**config.mk**
```make
export PLATFORM = sky130hd
export DESIGN_NAME = keypad_debounce_long_press
export DESIGN_NICKNAME = d
export VERILOG_FILES = /design/src/rtl/kdlp_pkg.sv /design/src/rtl/kdlp_encoder.sv /design/src/rtl/kdlp_fsm.sv /design/src/rtl/keypad_debounce_long_press.sv
export SDC_FILE = /design/constraint.sdc
export NUM_CORES = 1
export LEC_CHECK = 0
export BUFFER_PORTS_ARGS = -buffer_cell sky130_fd_sc_hd__buf_2
export CORE_MARGIN = 2
export CORE_UTILIZATION = 58
export CTS_BUF_LIST = sky130_fd_sc_hd__clkbuf_8
export CTS_CLUSTER_SIZE = 28
export DETAILED_ROUTE_END_ITERATION = 8
export PLACE_DENSITY = 0.8
export SYNTH_ARGS = -nofsm -noshare
export SYNTH_HDL_FRONTEND = slang
export SYNTH_HIERARCHICAL = 1
export SYNTH_SLANG_ARGS = --single-unit
```
**constraint.sdc**
```tcl
create_clock -name clk_i -period 5.23 [get_ports clk_i]
set_clock_uncertainty 0.05 [all_clocks]
set_input_delay 1.046 -clock clk_i [delete_from_list [all_inputs] [get_ports clk_i]]
set_output_delay 1.046 -clock clk_i [all_outputs]
set_load 0.005 [all_outputs]
```
**src/rtl/kdlp_pkg.sv**
```systemverilog
package kdlp_pkg;

  // Width of one matrix snapshot and of the configuration masks.
  localparam int unsigned INPUT_BITS = 24;
  localparam int unsigned POS_W      = 5;
  localparam int unsigned CNT_W      = 8;
  localparam int unsigned KIND_W     = 2;
  localparam int unsigned CFG_IDX_W  = 3;
  localparam int unsigned CFG_DATA_W = INPUT_BITS;

  // Event codes.
  localparam logic [KIND_W-1:0] EV_RELEASE = 2'd0;
  localparam logic [KIND_W-1:0] EV_PRESS   = 2'd1;
  localparam logic [KIND_W-1:0] EV_LONG    = 2'd2;
  localparam logic [KIND_W-1:0] EV_REPEAT  = 2'd3;

  // Configuration register indexes.
  localparam logic [CFG_IDX_W-1:0] CFG_LONG_THRESHOLD = 3'd0;
  localparam logic [CFG_IDX_W-1:0] CFG_REPEAT_LIMIT   = 3'd1;
  localparam logic [CFG_IDX_W-1:0] CFG_REPEAT_RELOAD  = 3'd2;
  localparam logic [CFG_IDX_W-1:0] CFG_LONG_MASK      = 3'd3;
  localparam logic [CFG_IDX_W-1:0] CFG_REPEAT_MASK    = 3'd4;
  localparam logic [CFG_IDX_W-1:0] CFG_PRESENT_MASK   = 3'd5;

  // Configuration reset values.
  localparam logic [CNT_W-1:0]      RST_LONG_THRESHOLD = 8'd100;
  localparam logic [CNT_W-1:0]      RST_REPEAT_LIMIT   = 8'd150;
  localparam logic [CNT_W-1:0]      RST_REPEAT_RELOAD  = 8'd140;
  localparam logic [INPUT_BITS-1:0] RST_LONG_MASK      = 24'h5E88A6;
  localparam logic [INPUT_BITS-1:0] RST_REPEAT_MASK    = 24'h060000;
  localparam logic [INPUT_BITS-1:0] RST_PRESENT_MASK   = 24'h7FFFF6;

  // A sampled key. An absent key always carries position zero so that
  // two "no key" values compare equal.
  typedef struct packed {
    logic             vld;
    logic [POS_W-1:0] pos;
  } key_t;

  typedef struct packed {
    logic [CNT_W-1:0]      long_threshold;
    logic [CNT_W-1:0]      repeat_limit;
    logic [CNT_W-1:0]      repeat_reload;
    logic [INPUT_BITS-1:0] long_key_mask;
    logic [INPUT_BITS-1:0] repeat_key_mask;
  } cfg_t;

  typedef struct packed {
    logic              vld;
    logic [POS_W-1:0]  pos;
    logic [KIND_W-1:0] kind;
  } event_t;

endpackage

```
**src/rtl/kdlp_encoder.sv**
```systemverilog
module kdlp_encoder
  import kdlp_pkg::*;
#(
  parameter int unsigned SCAN_BITS = 24
) (
  input  logic [INPUT_BITS-1:0] levels_i,
  input  logic [INPUT_BITS-1:0] present_mask_i,
  output key_t                  key_o
);

  logic             found;
  logic [POS_W-1:0] first_low;

  // Lowest-numbered low bit wins; scanning downward lets it overwrite.
  always_comb begin
    found     = 1'b0;
    first_low = '0;
    for (int p = SCAN_BITS - 1; p >= 0; p--) begin
      if (!levels_i[p]) begin
        found     = 1'b1;
        first_low = POS_W'(p);
      end
    end
  end

  // An absent position hides any key behind it.
  always_comb begin
    key_o.vld = found && present_mask_i[first_low];
    key_o.pos = key_o.vld ? first_low : '0;
  end

endmodule

```
**src/rtl/kdlp_fsm.sv**
```systemverilog
module kdlp_fsm
  import kdlp_pkg::*;
(
  input  logic   clk_i,
  input  logic   rst_ni,
  input  logic   step_i,
  input  key_t   key_i,
  input  logic   tx_i,
  input  cfg_t   cfg_i,
  output event_t event_o
);

  key_t             last_q, last_d;
  key_t             held_q, held_d;
  logic [CNT_W-1:0] cnt_q, cnt_d;
  logic             sub_q, sub_d;

  logic [CNT_W-1:0] cnt_inc;
  key_t             held_eff;

  always_comb begin
    last_d   = key_i;
    held_d   = held_q;
    cnt_d    = cnt_q;
    sub_d    = sub_q;
    event_o  = '0;
    held_eff = key_i.vld && !held_q.vld ? key_i : held_q;
    cnt_inc  = cnt_q + CNT_W'(1);

    if (last_q == key_i) begin
      if (!key_i.vld) begin
        if (!held_q.vld) begin
          cnt_d = '0;
        end else if (!sub_q || tx_i) begin
          event_o = '{vld: 1'b1, pos: held_q.pos, kind: EV_RELEASE};
          cnt_d   = '0;
          held_d  = '0;
        end else begin
          held_d = '0;
          sub_d  = 1'b0;
        end
      end else if (!held_q.vld && tx_i) begin
        event_o = '{vld: 1'b1, pos: key_i.pos, kind: EV_PRESS};
        held_d  = key_i;
        cnt_d   = CNT_W'(1);
      end else if (held_eff == key_i) begin
        // A fresh press starts at one and is counted up in the same tick.
        held_d = key_i;
        if (!held_q.vld) begin
          cnt_inc = CNT_W'(2);
        end
        cnt_d = cnt_inc;
        if (cnt_inc == cfg_i.long_threshold && cfg_i.long_key_mask[key_i.pos]) begin
          sub_d   = 1'b1;
          event_o = '{vld: 1'b1, pos: key_i.pos, kind: EV_LONG};
        end else if (cnt_inc >= cfg_i.repeat_limit) begin
          cnt_d = cfg_i.repeat_reload;
          if (cfg_i.repeat_key_mask[key_i.pos]) begin
            sub_d   = 1'b1;
            event_o = '{vld: 1'b1, pos: key_i.pos, kind: EV_REPEAT};
          end
        end
      end else begin
        // Another key took over from the held one.
        cnt_d  = '0;
        held_d = '0;
        if (!sub_q || tx_i) begin
          event_o = '{vld: 1'b1, pos: held_q.pos, kind: EV_RELEASE};
        end
      end
    end
  end

  always_ff @(posedge clk_i or negedge rst_ni) begin
    if (!rst_ni) begin
      last_q <= '0;
      held_q <= '0;
      cnt_q  <= '0;
      sub_q  <= 1'b0;
    end else if (step_i) begin
      last_q <= last_d;
      held_q <= held_d;
      cnt_q  <= cnt_d;
      sub_q  <= sub_d;
    end
  end

endmodule

```
**src/rtl/keypad_debounce_long_press.sv**
```systemverilog
// Keypad scanner with two-sample debounce, long press and autorepeat.
//
// Input channel: one transaction per scan tick carries the active-low matrix
// snapshot (bit row * COLUMNS + column) and the transmit-active flag.
// Output channel: a transaction carries a key position and an event kind
// (release click, press click, long, repeat); a tick gives at most one.
// The configuration port is a plain write port, to be used while idle.
//
// A tick is taken into an input register, then encoded and applied to the
// hold state, and its event (if any) lands in the result register, which
// drives output valid. One tick per cycle is accepted while the result
// register is free or being taken; the encode and counter update are
// combinational.
//
// Reset clears the hold state to "no key" and loads the default thresholds
// and masks. When the receiver stalls, the result register holds its event
// and the input register still takes one more tick; after that, input ready
// drops until the result is taken.
module keypad_debounce_long_press
  import kdlp_pkg::*;
#(
  parameter int unsigned ROWS    = 6,
  parameter int unsigned COLUMNS = 4
) (
  input  logic                  clk_i,
  input  logic                  rst_ni,
  input  logic                  in_valid_i,
  output logic                  in_ready_o,
  input  logic [INPUT_BITS-1:0] matrix_levels_i,
  input  logic                  tx_active_i,
  output logic                  out_valid_o,
  input  logic                  out_ready_i,
  output logic [POS_W-1:0]      key_position_o,
  output logic [KIND_W-1:0]     event_kind_o,
  input  logic                  cfg_we_i,
  input  logic [CFG_IDX_W-1:0]  cfg_index_i,
  input  logic [CFG_DATA_W-1:0] cfg_wdata_i
);

  // Positions past the input word read as low but are never present, so
  // they can only ever give "no key"; the scan stops at POSITIONS or the input width, whichever is smaller.
  localparam int unsigned POSITIONS = ROWS * COLUMNS;
  localparam int unsigned SCAN_BITS = (POSITIONS < INPUT_BITS) ? POSITIONS : INPUT_BITS;

  // Configuration registers.
  cfg_t                  cfg_q;
  logic [INPUT_BITS-1:0] present_mask_q;

  always_ff @(posedge clk_i or negedge rst_ni) begin
    if (!rst_ni) begin
      cfg_q.long_threshold  <= RST_LONG_THRESHOLD;
      cfg_q.repeat_limit    <= RST_REPEAT_LIMIT;
      cfg_q.repeat_reload   <= RST_REPEAT_RELOAD;
      cfg_q.long_key_mask   <= RST_LONG_MASK;
      cfg_q.repeat_key_mask <= RST_REPEAT_MASK;
      present_mask_q        <= RST_PRESENT_MASK;
    end else if (cfg_we_i) begin
      case (cfg_index_i)
        CFG_LONG_THRESHOLD: cfg_q.long_threshold  <= cfg_wdata_i[CNT_W-1:0];
        CFG_REPEAT_LIMIT:   cfg_q.repeat_limit    <= cfg_wdata_i[CNT_W-1:0];
        CFG_REPEAT_RELOAD:  cfg_q.repeat_reload   <= cfg_wdata_i[CNT_W-1:0];
        CFG_LONG_MASK:      cfg_q.long_key_mask   <= cfg_wdata_i;
        CFG_REPEAT_MASK:    cfg_q.repeat_key_mask <= cfg_wdata_i;
        CFG_PRESENT_MASK:   present_mask_q        <= cfg_wdata_i;
        default: ;
      endcase
    end
  end

  // Input register. The tick in it is processed whenever the result
  // register is free or being emptied in the same cycle.
  logic                  in_valid_q;
  logic [INPUT_BITS-1:0] levels_q;
  logic                  tx_q;
  logic                  step;
  event_t                ev;
  event_t                res_q, res_d;

  assign step       = in_valid_q && (!res_q.vld || out_ready_i);
  assign in_ready_o = !in_valid_q || step;

  always_ff @(posedge clk_i or negedge rst_ni) begin
    if (!rst_ni) begin
      in_valid_q <= 1'b0;
    end else if (in_ready_o) begin
      in_valid_q <= in_valid_i;
    end
  end

  always_ff @(posedge clk_i) begin
    if (in_ready_o && in_valid_i) begin
      levels_q <= matrix_levels_i;
      tx_q     <= tx_active_i;
    end
  end

  key_t key;

  kdlp_encoder #(
    .SCAN_BITS(SCAN_BITS)
  ) u_encoder (
    .levels_i       (levels_q),
    .present_mask_i (present_mask_q),
    .key_o          (key)
  );

  kdlp_fsm u_fsm (
    .clk_i   (clk_i),
    .rst_ni  (rst_ni),
    .step_i  (step),
    .key_i   (key),
    .tx_i    (tx_q),
    .cfg_i   (cfg_q),
    .event_o (ev)
  );

  // Result register: a processed tick replaces the result (possibly with
  // nothing); otherwise a taken result is cleared.
  always_comb begin
    res_d = res_q;
    if (step) begin
      res_d = ev;
    end else if (out_ready_i) begin
      res_d.vld = 1'b0;
    end
  end

  always_ff @(posedge clk_i or negedge rst_ni) begin
    if (!rst_ni) begin
      res_q <= '0;
    end else begin
      res_q <= res_d;
    end
  end

  assign out_valid_o    = res_q.vld;
  assign key_position_o = res_q.pos;
  assign event_kind_o   = res_q.kind;

endmodule

```
==> run metrics <==
Tightest Pin Transition=around 1.1 ns; top post-synthesis cells by area=dfrtp_1 (26%), mux2_2 (16%), dfstp_2 (15%); largest net degree at the start of global routing=49; detailed placement HPWL=12.5 mm; Final Cell Area=just under 9000 um2; GPL Wtd Cong=around 0.9; cell taking the most area after synthesis=dfrtp_1; f_max=199 MHz; clock latency at the later pin of the worst-skew pair=between 0.4 and 0.5 ns; vias in the first global route=~5500; status=finished clean; initial antenna violation count=0; worst rel slew slack=0.258; die span in y=121 um; cell family with most CP delay=compound AO/OA/AOI/OAI gates; worst min path class=flop to flop; CTS root buf=clkbuf_8; Final Setup Violations=0; Net count, final=750; register area share after synthesis=0.500; Clk pin slew, worst setup/hold paths=about 0.080 ns; Area Growth Syn to Fin=11.9%; crit-path most repeated cell=a211oi_1; Post-synth EDFFs=25; Buffers & Inverters on Critical Path=1; FFs w/ async S/R, synth=0.834; global-route wire length before repair=about 28 mm; Final Max Slew Viols=0; DRC viols=0; worst vdd ir=0.000255 V; minimum clock period=5.02 ns; synth cell count leaders=mux2_2 (109), dfrtp_1 (82), nand2_1 (49); Most Used Layer, Global Route=met2; critical path's slowest cell=edfxtp_1; Iter 0 DRT Violations=between 300 and 400; GRT Util Overall=0.252; ys flop type=dfrtp_1; Top-Level Pins=66; CTS tree=yes; global route total overflow=0; fillers=between 900 and 1000; met3 Usage GRT=0.0528; # diodes=0; P_leak=3.73 nW; die area=around 15000 um2; Largest stage delay, worst path=0.54 ns; Mapped Cells=616; post-CTS setup buffers=0; die width=around 120 um; final hold violations=0; layout cells sized above 1=0.432; Max-cap violations=0; sequential cell area=3960 um2; syn_area_per_cell=12.9 um2; RSZ-0062 raised after global routing=false; yosys warns=6; CP Class=flop to flop; CTS Sinks=151; final WL=17.3 mm; GR Util met1=0.320; port bufs=65; number of core rows=42; Crit. path cell count=18; WL/cell=19.8 um; worst-path cell chain=nand2_1 > o221ai_2 > a211o_1 > o21ai_4 > a211oi_1 > o32ai_1 > o32ai_2 > nor3b_2 > buf_4 > mux4_2 > nor2b_1 > a2111oi_1 > a211oi_1 > nand4_4 > a21boi_1 > o22ai_1 > a22o_1 > mux2_2; Mapped Nets=682; Antenna Nets Post-Route=0; CP required=roughly 5.5 ns; vias per cell=between 6 and 7; CP startpoint kind=flop; Post-Syn Area=slightly below 8000 um2; initial core utilization=0.596; setup_tns=0 ns; hold depth=1; Core Region=13300 um2; hold-fix buffers at CTS=0; R2R cell count=18; cell with the most instances after synthesis=mux2_2; drt first pass iters=5; Worst Path Arrival=5.32 ns; post-place instance area=8380 um2; top-area cell type share of the netlist area=0.259; clk buf depth=2; critical path capture point type=flop; H-tree levels=4; post-cts resize count=0; vias=5358; Synth cell types=91; Tcrit/Tclk final=0.960; global-route met2 utilization=0.418; Num CTS Buffers=17; worst-path maximum fanout=10; area of the multi-input gates=3740 um2; Yosys reg bits=about 150; power per cell area=388 nW/um2
## metrics by stage
stage / power, mW / utilization / cells / hold slack (ns) / setup slack (ns)
floorplan: 2.19 / - / 616 / 0.399 / 0.931
global route: 3.61 / 0.666 / 873 / 0.466 / 0.0446
detailed placement: 2.42 / 0.631 / 841 / 0.436 / 0.290
CTS: 3.46 / 0.665 / 873 / 0.454 / 0.239
global placement: 2.37 / 0.631 / 841 / 0.408 / 0.576
finish: 3.44 / 0.666 / 873 / 0.453 / 0.207
## kinds of logic after synthesis
kind of cell	share of synthesized area
AND/OR/NAND/NOR	0.109
multiplexers	0.219
AO/OA/AOI/OAI	0.111
buffers and inverters	0.0305
adder cells (fa/ha/maj)	0.0142
XOR/XNOR	0.0166
flip-flops	0.500
## metal layers
layer,routed length (um),up-vias
li1,-,2449
met5,0,-
met4,448,0
met1,7270,2686
met2,8780,183
met3,794,40
## sequential cells by signal, summed over array words and instances (netlist names)
name / cells
out_valid_o: 1
key_position_o: 5
levels_q: 24
cfg_q: 72
present_mask_q: 24
tx_q: 1
event_kind_o: 2
in_valid_q: 1
u_fsm/sub_q: 1
u_fsm/cnt_q: 8
u_fsm/held_q: 6
u_fsm/last_q: 6
## cell usage in the layout, fill, tap and decap left out, types with 4 or more instances in the layout
cell type / instances
o21ai_0: 15
and3_1: 6
ha_1: 9
nand4_1: 5
xnor2_1: 7
o21ai_1: 8
nor2_1: 13
clkinv_2: 4
clkbuf_8: 19
edfxtp_1: 25
xor2_1: 8
a21boi_0: 4
mux2i_1: 15
mux4_1: 6
a21oi_1: 9
buf_2: 64
a22o_1: 10
buf_4: 10
nor3_2: 4
nand2_1: 49
a211oi_1: 5
nand3_1: 13
bufinv_16: 5
mux2_2: 109
dfstp_2: 44
nand2b_1: 10
nor2b_1: 5
a31oi_1: 4
mux4_2: 7
dfrtp_1: 82
inv_1: 22
or3_1: 4
a21o_1: 5
and2_1: 6
## where the power goes
part           switching, mW  internal [mW]
Sequential             0.178           1.47
Combinational          0.389          0.381
Clock                  0.436          0.590
## path summary, 6_finish.rpt
| path | start | end | slack, ns |
|---|---|---|---|
| worst min register to register | cfg_q[5] | cfg_q[5] | 0.45 |
| worst min-delay path | cfg_q[5] | cfg_q[5] | 0.45 |
| worst max register to register | levels_q[1] | key_position_o[4] | 0.21 |
| max in group asynchronous | rst_ni | key_position_o[1] | 3.56 |
| min in group asynchronous | rst_ni | cfg_q[13] | 0.53 |
| worst max-delay path | levels_q[1] | key_position_o[4] | 0.21 |
## area by class of cell
class | instances | area share
well taps | 176 | 0.0249
repair buffers | 74 | 0.0446
multi-input cells | 417 | 0.422
flip-flops and latches | 151 | 0.447
clock buffers | 19 | 0.0295
inverters | 23 | 0.00974
clock inverters | 13 | 0.0227
No activity file was read; power rests on OpenSTA's default activity.
